`src/sv/send_page_pool_policy_unit_assert.svh`:
```
// ----------------------------------------------------------------------------
// send page pool policy unit assertion macros
// concurrent checks clocked on clk and disabled during arst_n
// ----------------------------------------------------------------------------
`ifndef SEND_PAGE_POOL_POLICY_UNIT_ASSERT_SVH
`define SEND_PAGE_POOL_POLICY_UNIT_ASSERT_SVH

`ifndef NO_ASSERTIONS
`define SPP_ASSERT(lbl, prop) \
	lbl: assert property (@(posedge clk) disable iff (!arst_n) prop) \
		else $error("send page pool policy unit check failed");
`define SPP_ASSERT_NEXT(lbl, ante, cons) \
	lbl: assert property (@(posedge clk) disable iff (!arst_n) (ante) |=> (cons)) \
		else $error("send page pool policy unit check failed");
`else
`define SPP_ASSERT(lbl, prop)
`define SPP_ASSERT_NEXT(lbl, ante, cons)
`endif

`endif

```
`src/sv/spp_pkg.sv`:
```
// ----------------------------------------------------------------------------
// spp_pkg
// shared constants, types and helpers of the send page pool policy unit
// ----------------------------------------------------------------------------
package spp_pkg;

	localparam int PAGES        = 4;
	localparam int HEADER_BYTES = 16;
	localparam int PAGE_W       = (PAGES > 1) ? $clog2(PAGES) : 1;

	localparam int START_W      = 4;
	localparam int BYTES_W      = 24;
	localparam int TIMEOUT_W    = 16;
	localparam int TIME_W       = 32;
	localparam int IDX_OUT_W    = 4;
	localparam int RECORDS_W    = 20;
	localparam int NEED_W       = BYTES_W + 1;
	localparam int REG_IDX_W    = 1;
	localparam int WDATA_W      = BYTES_W;

	localparam logic [RECORDS_W-1:0] RECORDS_MAX       = {RECORDS_W{1'b1}};
	localparam logic [BYTES_W-1:0]   PAGE_BYTES_RST    = 24'd65536;
	localparam logic [TIMEOUT_W-1:0] FLUSH_TIMEOUT_RST = 16'd5;

	localparam logic [REG_IDX_W-1:0] REG_PAGE_BYTES    = 1'b0;
	localparam logic [REG_IDX_W-1:0] REG_FLUSH_TIMEOUT = 1'b1;

	localparam logic ACT_PUSH    = 1'b0;
	localparam logic ACT_SWITCH  = 1'b1;
	localparam logic STATUS_OK   = 1'b0;
	localparam logic STATUS_FAIL = 1'b1;

	typedef logic [PAGE_W-1:0] page_idx_t;

	typedef struct packed {
		logic load;
		logic clear;
		logic step;
		logic commit;
	} ctrl_cmd_t;

	typedef struct packed {
		logic hit;
		logic last;
	} ctrl_sts_t;

	// start page folded into the page range
	function automatic page_idx_t start_mod(input logic [START_W-1:0] s);
		page_idx_t r;
		r = '0;
		for (int i = 0; i < (1 << START_W); i++) begin
			if (s == START_W'(i))
				r = PAGE_W'(i % PAGES);
		end
		return r;
	endfunction

endpackage

```
`src/sv/spp_if.sv`:
```
// ----------------------------------------------------------------------------
// spp_if
// request, response and configuration channels of the send page pool unit
// ----------------------------------------------------------------------------
interface spp_req_if;
	logic                           valid;
	logic                           ready;
	logic                           action;
	logic [spp_pkg::START_W-1:0]    start_page;
	logic [spp_pkg::BYTES_W-1:0]    record_length;
	logic [spp_pkg::TIME_W-1:0]     now;

	modport source (output valid, action, start_page, record_length, now, input ready);
	modport sink   (input valid, action, start_page, record_length, now, output ready);
endinterface

interface spp_rsp_if;
	logic                           valid;
	logic                           ready;
	logic                           status;
	logic [spp_pkg::IDX_OUT_W-1:0]  page_index;
	logic [spp_pkg::BYTES_W-1:0]    byte_offset;
	logic [spp_pkg::RECORDS_W-1:0]  record_total;

	modport source (output valid, status, page_index, byte_offset, record_total, input ready);
	modport sink   (input valid, status, page_index, byte_offset, record_total, output ready);
endinterface

interface spp_cfg_if;
	logic                           valid;
	logic                           ready;
	logic [spp_pkg::REG_IDX_W-1:0]  reg_index;
	logic [spp_pkg::WDATA_W-1:0]    wdata;

	modport source (output valid, reg_index, wdata, input ready);
	modport sink   (input valid, reg_index, wdata, output ready);
endinterface

```
`src/sv/spp_ctrl.sv`:
```
// ----------------------------------------------------------------------------
// spp_ctrl
// sequencer: accepts an item, runs the clear and scan steps, owns rsp valid
// ----------------------------------------------------------------------------
module spp_ctrl (
	input  logic                clk,
	input  logic                arst_n,
	input  logic                req_valid,
	input  logic                req_action,
	output logic                req_ready,
	output logic                rsp_valid,
	input  logic                rsp_ready,
	output spp_pkg::ctrl_cmd_t  cmd,
	input  spp_pkg::ctrl_sts_t  sts
);

	localparam logic [1:0] ST_IDLE  = 2'd0;
	localparam logic [1:0] ST_CLEAR = 2'd1;
	localparam logic [1:0] ST_SCAN  = 2'd2;

	logic [1:0] state_q;
	logic [1:0] state_d;
	logic       out_valid_q;
	logic       out_free;

	assign out_free  = !out_valid_q || rsp_ready;
	assign req_ready = (state_q == ST_IDLE);
	assign rsp_valid = out_valid_q;

	always_comb begin
		cmd     = '0;
		state_d = state_q;
		unique case (state_q)
			ST_IDLE: begin
				if (req_valid) begin
					cmd.load = 1'b1;
					state_d  = (req_action == spp_pkg::ACT_SWITCH) ? ST_CLEAR : ST_SCAN;
				end
			end
			ST_CLEAR: begin
				cmd.clear = 1'b1;
				state_d   = ST_SCAN;
			end
			ST_SCAN: begin
				if (sts.hit || sts.last) begin
					if (out_free) begin
						cmd.commit = 1'b1;
						state_d    = ST_IDLE;
					end
				end else begin
					cmd.step = 1'b1;
				end
			end
			default: begin
				state_d = ST_IDLE;
			end
		endcase
	end

	always_ff @(posedge clk or negedge arst_n) begin
		if (!arst_n) begin
			state_q     <= ST_IDLE;
			out_valid_q <= 1'b0;
		end else begin
			state_q <= state_d;
			if (cmd.commit)
				out_valid_q <= 1'b1;
			else if (rsp_ready)
				out_valid_q <= 1'b0;
		end
	end

endmodule

```
`src/sv/spp_dp.sv`:
```
// ----------------------------------------------------------------------------
// spp_dp
// page table, configuration registers, one-page-per-cycle test, result register
// ----------------------------------------------------------------------------
module spp_dp (
	input  logic                              clk,
	input  logic                              arst_n,
	input  spp_pkg::ctrl_cmd_t                cmd,
	output spp_pkg::ctrl_sts_t                sts,
	input  logic                              req_action,
	input  logic [spp_pkg::START_W-1:0]       req_start_page,
	input  logic [spp_pkg::BYTES_W-1:0]       req_record_length,
	input  logic [spp_pkg::TIME_W-1:0]        req_now,
	input  logic                              cfg_we,
	input  logic [spp_pkg::REG_IDX_W-1:0]     cfg_reg_index,
	input  logic [spp_pkg::WDATA_W-1:0]       cfg_wdata,
	output logic                              rsp_status,
	output logic [spp_pkg::IDX_OUT_W-1:0]     rsp_page_index,
	output logic [spp_pkg::BYTES_W-1:0]       rsp_byte_offset,
	output logic [spp_pkg::RECORDS_W-1:0]     rsp_record_total
);

	localparam int P = spp_pkg::PAGES;

	logic [P-1:0]                    sending_q;
	logic [spp_pkg::BYTES_W-1:0]     fill_q    [P];
	logic [spp_pkg::RECORDS_W-1:0]   records_q [P];
	logic [spp_pkg::TIME_W-1:0]      stamp_q   [P];

	logic [spp_pkg::BYTES_W-1:0]     page_bytes_q;
	logic [spp_pkg::TIMEOUT_W-1:0]   timeout_q;

	logic                            is_switch_q;
	logic [spp_pkg::BYTES_W-1:0]     len_q;
	logic [spp_pkg::TIME_W-1:0]      now_q;
	spp_pkg::page_idx_t              idx_q;
	spp_pkg::page_idx_t              count_q;

	logic                            status_q;
	logic [spp_pkg::IDX_OUT_W-1:0]   page_index_q;
	logic [spp_pkg::BYTES_W-1:0]     byte_offset_q;
	logic [spp_pkg::RECORDS_W-1:0]   record_total_q;

	logic                            cur_sending;
	logic [spp_pkg::BYTES_W-1:0]     cur_fill;
	logic [spp_pkg::RECORDS_W-1:0]   cur_records;
	logic [spp_pkg::TIME_W-1:0]      cur_stamp;
	logic [spp_pkg::BYTES_W-1:0]     room;
	logic [spp_pkg::NEED_W-1:0]      need;
	logic [spp_pkg::NEED_W-1:0]      fill_sum;
	logic [spp_pkg::TIME_W:0]        stale_at;
	logic                            push_fit;
	logic                            half;
	logic                            stale;
	logic                            hit;
	logic [spp_pkg::RECORDS_W-1:0]   rec_inc;

	assign cur_sending = sending_q[idx_q];
	assign cur_fill    = fill_q[idx_q];
	assign cur_records = records_q[idx_q];
	assign cur_stamp   = stamp_q[idx_q];

	// free space saturates at zero when the capacity was lowered
	assign room     = (cur_fill >= page_bytes_q) ? '0 : page_bytes_q - cur_fill;
	assign need     = spp_pkg::NEED_W'(spp_pkg::HEADER_BYTES) + {1'b0, len_q};
	assign push_fit = !cur_sending && ({1'b0, room} >= need);
	assign fill_sum = {1'b0, cur_fill} + need;

	// idle >= timeout, with a clock going back counting as zero idle
	assign stale_at = {1'b0, cur_stamp} + (spp_pkg::TIME_W + 1)'(timeout_q);
	assign half     = cur_fill > (page_bytes_q >> 1);
	assign stale    = (cur_fill != '0) &&
	                  ((timeout_q == '0) || ({1'b0, now_q} >= stale_at));

	assign hit      = is_switch_q ? (half || stale) : push_fit;
	assign rec_inc  = (cur_records == spp_pkg::RECORDS_MAX) ? cur_records
	                                                         : cur_records + 1'b1;

	assign sts.hit  = hit;
	assign sts.last = (count_q == spp_pkg::PAGE_W'(P - 1));

	assign rsp_status       = status_q;
	assign rsp_page_index   = page_index_q;
	assign rsp_byte_offset  = byte_offset_q;
	assign rsp_record_total = record_total_q;

	// configuration and page table
	always_ff @(posedge clk or negedge arst_n) begin
		if (!arst_n) begin
			page_bytes_q <= spp_pkg::PAGE_BYTES_RST;
			timeout_q    <= spp_pkg::FLUSH_TIMEOUT_RST;
			sending_q    <= '0;
			for (int i = 0; i < P; i++) begin
				fill_q[i]    <= '0;
				records_q[i] <= '0;
				stamp_q[i]   <= '0;
			end
		end else begin
			if (cfg_we) begin
				unique case (cfg_reg_index)
					spp_pkg::REG_PAGE_BYTES:    page_bytes_q <= cfg_wdata;
					spp_pkg::REG_FLUSH_TIMEOUT: timeout_q    <= cfg_wdata[spp_pkg::TIMEOUT_W-1:0];
					default: ;
				endcase
			end
			if (cmd.clear) begin
				for (int i = 0; i < P; i++) begin
					if (sending_q[i]) begin
						fill_q[i]    <= '0;
						records_q[i] <= '0;
						stamp_q[i]   <= now_q;
						sending_q[i] <= 1'b0;
					end
				end
			end
			if (cmd.commit && hit) begin
				if (is_switch_q) begin
					sending_q[idx_q] <= 1'b1;
				end else begin
					fill_q[idx_q]    <= fill_sum[spp_pkg::BYTES_W-1:0];
					records_q[idx_q] <= rec_inc;
				end
			end
		end
	end

	// scan position
	always_ff @(posedge clk or negedge arst_n) begin
		if (!arst_n) begin
			idx_q   <= '0;
			count_q <= '0;
		end else if (cmd.load) begin
			idx_q   <= (req_action == spp_pkg::ACT_SWITCH) ? '0
			                                               : spp_pkg::start_mod(req_start_page);
			count_q <= '0;
		end else if (cmd.step) begin
			idx_q   <= (idx_q == spp_pkg::PAGE_W'(P - 1)) ? '0 : idx_q + 1'b1;
			count_q <= count_q + 1'b1;
		end
	end

	// item and result payload
	always_ff @(posedge clk) begin
		if (cmd.load) begin
			is_switch_q <= (req_action == spp_pkg::ACT_SWITCH);
			len_q       <= req_record_length;
			now_q       <= req_now;
		end
		if (cmd.commit) begin
			if (hit) begin
				status_q       <= spp_pkg::STATUS_OK;
				page_index_q   <= spp_pkg::IDX_OUT_W'(idx_q);
				byte_offset_q  <= cur_fill;
				record_total_q <= is_switch_q ? cur_records : rec_inc;
			end else begin
				status_q       <= spp_pkg::STATUS_FAIL;
				page_index_q   <= '0;
				byte_offset_q  <= '0;
				record_total_q <= '0;
			end
		end
	end

endmodule

```
`src/sv/send_page_pool_policy_unit.sv`:
```
// ----------------------------------------------------------------------------
// send_page_pool_policy_unit
// Keeps PAGES send pages and answers push and switch requests.
//
// req carries one item: action (push or switch), start_page, record_length
// and now. Each item yields exactly one item on rsp: status, page_index,
// byte_offset and record_total. cfg writes page_bytes (index 0) and
// flush_timeout (index 1); it is always ready. The user must use cfg only
// while idle; the block itself does not enforce this. Timing: req is
// accepted only while idle. A push then tests one page per cycle from
// start_page, holding at its final page while rsp is stalled, and registers
// the result at the hit or the last page; a switch first returns sending
// pages to writable and then tests one page per cycle from page 0 likewise.
// A new req is not taken until the current item has registered its result.
// While rsp is stalled the result register holds; req is still taken, and the
// next item waits at its final step until the register frees up.
// Reset: all pages writable, empty, stamp 0; page_bytes 65536, timeout 5.
// ----------------------------------------------------------------------------
`include "send_page_pool_policy_unit_assert.svh"

module send_page_pool_policy_unit (
	input  logic         clk,
	input  logic         arst_n,
	spp_req_if.sink      req,
	spp_rsp_if.source    rsp,
	spp_cfg_if.sink      cfg
);

	spp_pkg::ctrl_cmd_t cmd;
	spp_pkg::ctrl_sts_t sts;

	assign cfg.ready = 1'b1;

	spp_ctrl u_ctrl (
		.clk        (clk),
		.arst_n     (arst_n),
		.req_valid  (req.valid),
		.req_action (req.action),
		.req_ready  (req.ready),
		.rsp_valid  (rsp.valid),
		.rsp_ready  (rsp.ready),
		.cmd        (cmd),
		.sts        (sts)
	);

	spp_dp u_dp (
		.clk               (clk),
		.arst_n            (arst_n),
		.cmd               (cmd),
		.sts               (sts),
		.req_action        (req.action),
		.req_start_page    (req.start_page),
		.req_record_length (req.record_length),
		.req_now           (req.now),
		.cfg_we            (cfg.valid && cfg.ready),
		.cfg_reg_index     (cfg.reg_index),
		.cfg_wdata         (cfg.wdata),
		.rsp_status        (rsp.status),
		.rsp_page_index    (rsp.page_index),
		.rsp_byte_offset   (rsp.byte_offset),
		.rsp_record_total  (rsp.record_total)
	);

	`SPP_ASSERT_NEXT(a_busy_after_accept, req.valid && req.ready, !req.ready)
	`SPP_ASSERT(a_commit_needs_slot, cmd.commit |-> (!rsp.valid || rsp.ready))
	`SPP_ASSERT(a_one_cmd, $onehot0({cmd.load, cmd.clear, cmd.step, cmd.commit}))
	`SPP_ASSERT(a_fail_zero, (rsp.valid && rsp.status == spp_pkg::STATUS_FAIL) |-> (rsp.page_index == '0 && rsp.byte_offset == '0 && rsp.record_total == '0))

endmodule
```
`src/flat_wrapper.sv`:
```
// flat-port wrapper written by rule: the top's interface ports become plain ports
module send_page_pool_policy_unit_flat 
  (clk, arst_n, req_valid, req_action, req_start_page, req_record_length, req_now, req_ready, rsp_valid, rsp_status, rsp_page_index, rsp_byte_offset, rsp_record_total, rsp_ready, cfg_valid, cfg_reg_index, cfg_wdata, cfg_ready);
  spp_req_if req_i ();
  spp_rsp_if rsp_i ();
  spp_cfg_if cfg_i ();
  input  logic clk;
  input  logic arst_n;
  input wire logic [$bits(req_i.valid)-1:0] req_valid;
  input wire logic [$bits(req_i.action)-1:0] req_action;
  input wire logic [$bits(req_i.start_page)-1:0] req_start_page;
  input wire logic [$bits(req_i.record_length)-1:0] req_record_length;
  input wire logic [$bits(req_i.now)-1:0] req_now;
  output wire logic [$bits(req_i.ready)-1:0] req_ready;
  output wire logic [$bits(rsp_i.valid)-1:0] rsp_valid;
  output wire logic [$bits(rsp_i.status)-1:0] rsp_status;
  output wire logic [$bits(rsp_i.page_index)-1:0] rsp_page_index;
  output wire logic [$bits(rsp_i.byte_offset)-1:0] rsp_byte_offset;
  output wire logic [$bits(rsp_i.record_total)-1:0] rsp_record_total;
  input wire logic [$bits(rsp_i.ready)-1:0] rsp_ready;
  input wire logic [$bits(cfg_i.valid)-1:0] cfg_valid;
  input wire logic [$bits(cfg_i.reg_index)-1:0] cfg_reg_index;
  input wire logic [$bits(cfg_i.wdata)-1:0] cfg_wdata;
  output wire logic [$bits(cfg_i.ready)-1:0] cfg_ready;
  assign req_i.valid = req_valid;
  assign req_i.action = req_action;
  assign req_i.start_page = req_start_page;
  assign req_i.record_length = req_record_length;
  assign req_i.now = req_now;
  assign req_ready = req_i.ready;
  assign rsp_valid = rsp_i.valid;
  assign rsp_status = rsp_i.status;
  assign rsp_page_index = rsp_i.page_index;
  assign rsp_byte_offset = rsp_i.byte_offset;
  assign rsp_record_total = rsp_i.record_total;
  assign rsp_i.ready = rsp_ready;
  assign cfg_i.valid = cfg_valid;
  assign cfg_i.reg_index = cfg_reg_index;
  assign cfg_i.wdata = cfg_wdata;
  assign cfg_ready = cfg_i.ready;
  send_page_pool_policy_unit u_core (.clk(clk), .arst_n(arst_n), .req(req_i), .rsp(rsp_i), .cfg(cfg_i));
endmodule
```
`config.mk`:
```
export PLATFORM = sky130hd
export DESIGN_NAME = send_page_pool_policy_unit_flat
export DESIGN_NICKNAME = d
export VERILOG_FILES = /design/src/sv/spp_pkg.sv /design/src/sv/spp_if.sv /design/src/sv/spp_ctrl.sv /design/src/sv/spp_dp.sv /design/src/sv/send_page_pool_policy_unit.sv /design/src/flat_wrapper.sv
export VERILOG_INCLUDE_DIRS = /design/src /design/src/sv
export SDC_FILE = /design/constraint.sdc
export NUM_CORES = 1
export LEC_CHECK = 0
export BUFFER_PORTS_ARGS = -buffer_cell sky130_fd_sc_hd__buf_2
export CAP_MARGIN = 20
export CORE_MARGIN = 1
export CORE_UTILIZATION = 55
export CTS_CLUSTER_SIZE = 25
export DETAILED_ROUTE_END_ITERATION = 7
export PLACE_DENSITY = 0.73
export SYNTH_ARGS = -nofsm -noshare
export SYNTH_HDL_FRONTEND = slang
export SYNTH_SLANG_ARGS = --single-unit
```
`constraint.sdc`:
```
create_clock -name clk -period 17.3 [get_ports clk]
set_clock_uncertainty 0.2 [all_clocks]
set_input_delay 0 -clock clk [delete_from_list [all_inputs] [get_ports clk]]
set_output_delay 0 -clock clk [all_outputs]
set_load 0.005 [all_outputs]
```
Word-level counts from Yosys, hierarchy flattened

Cells that the tools add are included.

Flip-flop bits (word level): 461
Word-level logic and storage cells: 167
Output and inout port bits: 52
Input bits: 91

Reductions and logical operators: 23
Add/subtract/negate cells: 7
Eq/ne operators: 23
$lt $le $gt $ge: 8
Mux-type cells: 76
Bitwise logic cells: 3

Operators by type and width:

| cell                                                            | count |
|---|---|
| 96-bit 2-to-1 mux                                               | 3 |
| 80-bit 2-to-1 mux                                               | 3 |
| 24-bit 2-to-1 mux                                               | 8 |
| 20-bit 2-to-1 mux                                               | 9 |
| 96-bit bitwise mux                                              | 1 |
| 80-bit bitwise mux                                              | 1 |
| 32-bit binary-select mux with 2-bit select                      | 1 |
| 32-bit 2-to-1 mux                                               | 2 |
| 2-bit 2-to-1 mux                                                | 25 |
| 24-bit binary-select mux with 2-bit select                      | 1 |
| 24-bit demux with 2-bit select                                  | 1 |
| 20-bit binary-select mux with 2-bit select                      | 1 |
| 20-bit demux with 2-bit select                                  | 1 |
| 32-bit by 16-bit adder with 33-bit output                       | 1 |
| 32-bit by 33-bit >= comparator with 1-bit output                | 1 |
| 4-bit == test, second input constant                            | 8 |
| 5-bit by 24-bit adder with 25-bit output, first input constant  | 1 |
| 24-bit by 25-bit >= comparator with 1-bit output                | 1 |
| 24-bit adder                                                    | 1 |
| 24-bit >= comparator                                            | 1 |
| 24-bit by 23-bit greater-than comparator with 1-bit output      | 1 |
| 24-bit nonzero test                                             | 1 |
| 24-bit subtractor                                               | 1 |
| 20-bit by 1-bit adder with 20-bit output, second input constant | 1 |
| 28 further kinds                                                | 65 |

Longest topological paths before layout

Depth after elaboration: 18
Mapped depth: 29
Gate-level depth less buffers: 23

Cells and area by module

From an unflattened synthesis, not the netlist that was laid out.

Cell total of the unflattened synthesis: 2,363
Area total of the unflattened synthesis: 25,600.8 um^2

By module, submodules not included:

| module                     | seq. area each (um^2) | cells an instance | instances | area an instance (um^2) |
|---|---|---|---|---|
| spp_dp                     | 11,935.2              | 2,345             | 1         | 25,429.4 |
| spp_ctrl                   | 75.1                  | 16                | 1         | 160.2 |
| send_page_pool_policy_unit | 0.0                   | 2                 | 1         | 11.3 |

Worst setup path after synthesis

OpenSTA, ideal clock, no wires.

Path type: reg-to-reg
Start point: register u_core.u_dp.idx_q[0]
End point: register u_core.u_dp.byte_offset_q, in the netlist u_core.u_dp.rsp_byte_offset[0] (enable)
Library setup time: 457 ps
Required time: 16,643 ps
Period minus slack after synthesis: 8,703 ps
Data arrival time: 8,045 ps
Path buffers: 6
Path slack: 8,597 ps
Stages on the path, launching flop included: 26
Cells stage by stage: dfrtp_1 buf_6 buf_12 buf_6 buf_6 buf_4 buf_1 mux4_2 ha_1 or3_1 o311a_1 or4_1 a31o_2 a21oi_1 nor3_1 xnor2_1 ha_1 nand4_1 nor3_1 a2111oi_0 o211a_1 a21o_1 a21oi_1 a211oi_2 and2_1 nor2b_1

RTL lines:

| item                     | line          | source |
|---|---|---|
| start: declaration       | spp_dp.sv:36  | `spp_pkg::page_idx_t idx_q;` |
| start signal: assignment | spp_dp.sv:133 | `idx_q <= (req_action == spp_pkg::ACT_SWITCH) ? '0` |
| start signal: assignment | spp_dp.sv:137 | `idx_q <= (idx_q == spp_pkg::PAGE_W'(P - 1)) ? '0 : idx_q + 1'b1;` |
| end signal: assignment   | spp_dp.sv:153 | `byte_offset_q <= cur_fill;` |
| end: declaration         | spp_dp.sv:41  | `logic [spp_pkg::BYTES_W-1:0] byte_offset_q;` |

==> flow_summary_export.csv <==
group,metric,value,unit
pwr,vdd_drop_max,0.126,mV
sta,drv_slew,0,
pwr,power_frac_seq,32.8,%
placed_design,hpwl,41700,microns
placed_design,gp_congestion,0.955,
route,wl_per_cell,21.4,microns
pwr,p_int,3.01,mW
clock_tree,cts_buffers,50,
route,drc,0,
critical_path,cp.required,17.35,ns
global_routing,grt_pass1_vias,20095,
clock_tree,post_cts_buffers,0,
critical_path,cp-end-kind,"flip-flop",
sta,fin_crit_sh,54.2,%
global_routing,antenna_found_initial,3,
pwr,switching_share,39.1,%
clock_tree,cts_tree,"built",
sta,hold_violations,0,
route,met3_length,4110,microns
synth,syn_avg_cell_area,11.2,sq um
sta,final.setup.tns,0,ns
route,dr.max_layer_used,"met5",
synth,synth-main-ff-cell,"dfrtp_1",
pwr,powerDensity,166,mW/mm^2
die,core.rowCount,77,
die,fp.dieH,214,microns
clock_tree,cts_root_buffer,"clkbuf_16",
synth,synth_area,0.0248,sq mm
synth,netlist_instances,2217,
critical_path,worst_ep_arrival_time,9.44,ns
route,wl,67500,microns
die,dieArea,0.0460,sq mm
run,drv_cap,0,
cells_and_area,fillers,3279,
cells_and_area,areaGrowthSynthToFinish,20.1,%
global_routing,grt_util_all_layers,29.6,%
synth,synthArstFlopShare,77.3,%
route,vias_per_cell,6.11,
clock_tree,clk_path_buf_depth,3,
cells_and_area,antennaDiodeCount,0,
route,ant_nets,0,
die,io_pins,143,
global_routing,grt_first_pass_wirelength,107000,microns
sta,rsz0062_at_grt,"no",
sta,period_needed,9.38,ns
critical_path,worst-path-max-fanout,57,
route,route.vias.total,19310,
route,wl_met1,27300,microns
hold_path,hp-class,"primary input to flip-flop",
critical_path,crit_type,"flip-flop to flip-flop",
die,start_util,56.0,%
critical_path,startpoint_type,"flip-flop",
route,wl_met2,33100,microns
sta,worst_pin_slew,1.01,ns
critical_path,crit_path_cell_trace,"buf_4 > mux4_2 > inv_1 > fa_1 > a211oi_1 > o211a_1 > o31ai_1 > a221oi_1 > a21oi_1 > a221oi_1 > a41o_1 > nor2_1 > ha_1 > a211o_1 > o221a_2 > o31ai_1 > a2111oi_0 > o21a_1 > and2_1 > a211oi_4 > buf_4 > and2_1 > nor2b_4 > buf_4",
pwr,pwr-share-comb,45.1,%
clock_tree,clk_pin_slew,0.06,ns
pwr,p_leak,13.1,nW
clock_tree,clk_latency,0.61,ns
route,drtIter0Drc,1456,
clock_tree,post_cts_resized,0,
outcome,status,"complete, no violations",
cells_and_area,drive_above_1_share,18.5,%
die,core_region_area,0.0443,sq mm
global_routing,grt_max_degree,110,
global_routing,grt_remaining_overflow,0,
die,die_x,214,microns
clock_tree,htreeDepth,2,
placed_design,numPortBuffers,137,
synth,yosysWarnings,0,
critical_path,critPathMaxStageDelay,0.72,ns
critical_path,cpMaxStageDelayCell,"dfrtp_4",
sta,holdWs,0.0159,ns
sta,fmax,0.107,GHz
clock_tree,clock_sinks,459,
synth,ys_types,77,
sta,setup_violations,0,
critical_path,crit_top_cell,"buf_4",
route,dr.pass1.iters,5,
pwr,p_switching,1.93,mW
synth,ys_seq_area_share,48.4,%
sta,slew_headroom,32.6,%
synth,ys_ff_latch,459,
pwr,pwr-share-clk,22.1,%
synth,synth_edf_count,104,
cells_and_area,nNetsFinal,2771,
[registers in the layout (all words and copies together) (netlist names), 2 cells and up]
register                      cells
u_core.u_dp.timeout_q            16
u_core.u_dp.idx_q                 2
u_core.u_dp.rsp_page_index        2
u_core.u_dp.rsp_record_total     20
u_core.u_dp.fill_q               96
u_core.u_dp.sending_q             4
u_core.u_dp.records_q            80
u_core.u_dp.stamp_q             128
u_core.u_dp.count_q               2
u_core.u_ctrl.state_q             2
u_core.u_dp.now_q                32
u_core.u_dp.len_q                24
u_core.u_dp.rsp_byte_offset      24
u_core.u_dp.page_bytes_q         24
[critical path: cells and delay by family, from the launching register on]
family                   cells  cell delay, ns
buffers and inverters        4            1.68
AO/OA/AOI/OAI               13            3.73
AND/OR/NAND/NOR              4            1.31
multiplexers                 1            0.44
flip-flops                   1            0.72
adder cells (fa/ha/maj)      2            0.86
[power by group through the flow]
stage	Clock, mW	Combinational [mW]	Sequential (mW)
finish	1.09	2.23	1.62
global route	1.15	2.45	1.65
CTS	1.11	2.20	1.62
detailed placement	0	2.14	1.63
global placement	0	2.07	1.61
floorplan	0	1.60	1.56
[routing by layer]
| metal | vias up | GRT usage (%) |
|---|---|---|
| li1 | 8752 | - |
| met1 | 9685 | 37.3 |
| met2 | 685 | 49.7 |
| met3 | 182 | 5.19 |
| met4 | 6 | 14.3 |
| met5 | - | 0 |
[area by class of cell]
| type | instances | area, sq um | share of cell area, % |
|---|---|---|---|
| clock buffer | 72 | 1470 | 4.92 |
| clock inverter | 19 | 240 | 0.806 |
| inverter | 101 | 379 | 1.27 |
| multi-input combinational | 1547 | 12000 | 40.1 |
| sequential | 459 | 12000 | 40.3 |
| tap | 592 | 741 | 2.48 |
| timing repair buffer | 369 | 3020 | 10.1 |
[final timing paths]
check	from	to	slack, ns	cells after the start
max	u_core.u_dp.idx_q[0]$_DFFE_PN0P_	u_core.u_dp.rsp_byte_offset[11]$_SDFFCE_PP0P_	7.92	24
min	cfg_wdata[13]	u_core.u_dp.timeout_q[13]$_DFFE_PN0P_	0.02	3
max reg2reg	u_core.u_dp.idx_q[0]$_DFFE_PN0P_	u_core.u_dp.rsp_byte_offset[11]$_SDFFCE_PP0P_	7.92	24
min reg2reg	u_core.u_dp.stamp_q[64]$_DFFE_PN0P_	u_core.u_dp.stamp_q[64]$_DFFE_PN0P_	0.28	2
max in group asynchronous	arst_n	u_core.u_dp.idx_q[1]$_DFFE_PN0P_	15.51	4
min in group asynchronous	arst_n	u_core.u_dp.timeout_q[0]$_DFFE_PN1P_	0.35	3
[synth_stat cells (4+ instances only)]
library cell    n  area share, %
a31oi_1         6           0.15
and3_1         15           0.38
or2_2           7           0.18
nand2_1       104            1.6
buf_6           4           0.18
nand2b_1       22           0.55
nand3_1       209            4.2
nor3_1         28           0.56
nand4_1        35           0.88
buf_2           5           0.10
nor2b_1        11           0.28
o31ai_1         8           0.24
xor2_1         58            2.0
a211oi_1       12           0.36
a21o_1         29           0.88
a22o_1          4           0.14
and4_1          5           0.18
o21a_1         10           0.30
xnor2_1        55            1.9
o211ai_1        6           0.18
o21bai_1        7           0.21
mux4_2         73            6.6
ha_1          149            7.5
a311oi_1        6           0.21
and2_1         10           0.25
inv_1         100            1.5
nor4_1         13           0.33
dfrtp_1       352             35
mux4_1          4           0.42
edfxtp_1      104             13
buf_1          14           0.21
mux2_2        141            6.4
nor2_1        141            2.1
or3_1          11           0.28
a2111oi_0       5           0.18
buf_4          13           0.39
a21oi_1        61            1.2
clkbuf_1       72            1.1
o21ai_0       242            4.9
[timing repair]
| item | CTS | global route |
|---|---|---|
| setup endpoints to repair | 0 | 0 |
| hold buffers | 210 | 0 |
| endpoints found under the hold margin | 215 | 0 |
[cell usage in the layout, fill, tap and decap left out, drive strengths merged, types with 77 or more instances in the layout]
cell type | netlist | routed
dfrtp | 352 | 352
nor2 | 142 | 142
mux2 | 141 | 141
nand3 | 209 | 209
ha | 149 | 149
mux4 | 77 | 77
buf | 38 | 159
o21ai | 244 | 244
nand2 | 104 | 104
edfxtp | 104 | 104
inv | 100 | 100
dlygate4sd3 | 0 | 209
[logic make-up (layout without fill, tap and decap cells)]
family | after synthesis | after routing | share of synthesized area, %
mux | 221 | 221 | 13.6
buf+inv | 212 | 561 | 3.69
fa+ha+maj | 152 | 152 | 7.75
other cells | 2 | 3 | 0.0303
xor+xnor | 113 | 113 | 3.99
flops | 459 | 459 | 48.4
compound gates | 431 | 431 | 10.2
simple gates | 627 | 627 | 12.4
[stage by stage]
| step | worst slack, ns | instances | power, mW | instance area (sq um) | utilization (%) |
|---|---|---|---|---|---|
| final | 7.92 | 3159 | 4.95 | 29800 | 67.3 |
| after global routing | 7.40 | 3159 | 5.25 | 29800 | 67.3 |
| after CTS | 7.95 | 3156 | 4.92 | 29800 | 67.1 |
| after detailed placement | 7.98 | 2855 | 3.77 | 25900 | 58.5 |
| after global placement | 8.08 | 2855 | 3.69 | 25900 | 58.5 |
| after floorplan | 8.60 | 2218 | 3.17 | 24800 | - |
Note: power is estimated with default switching activity, not from simulation.
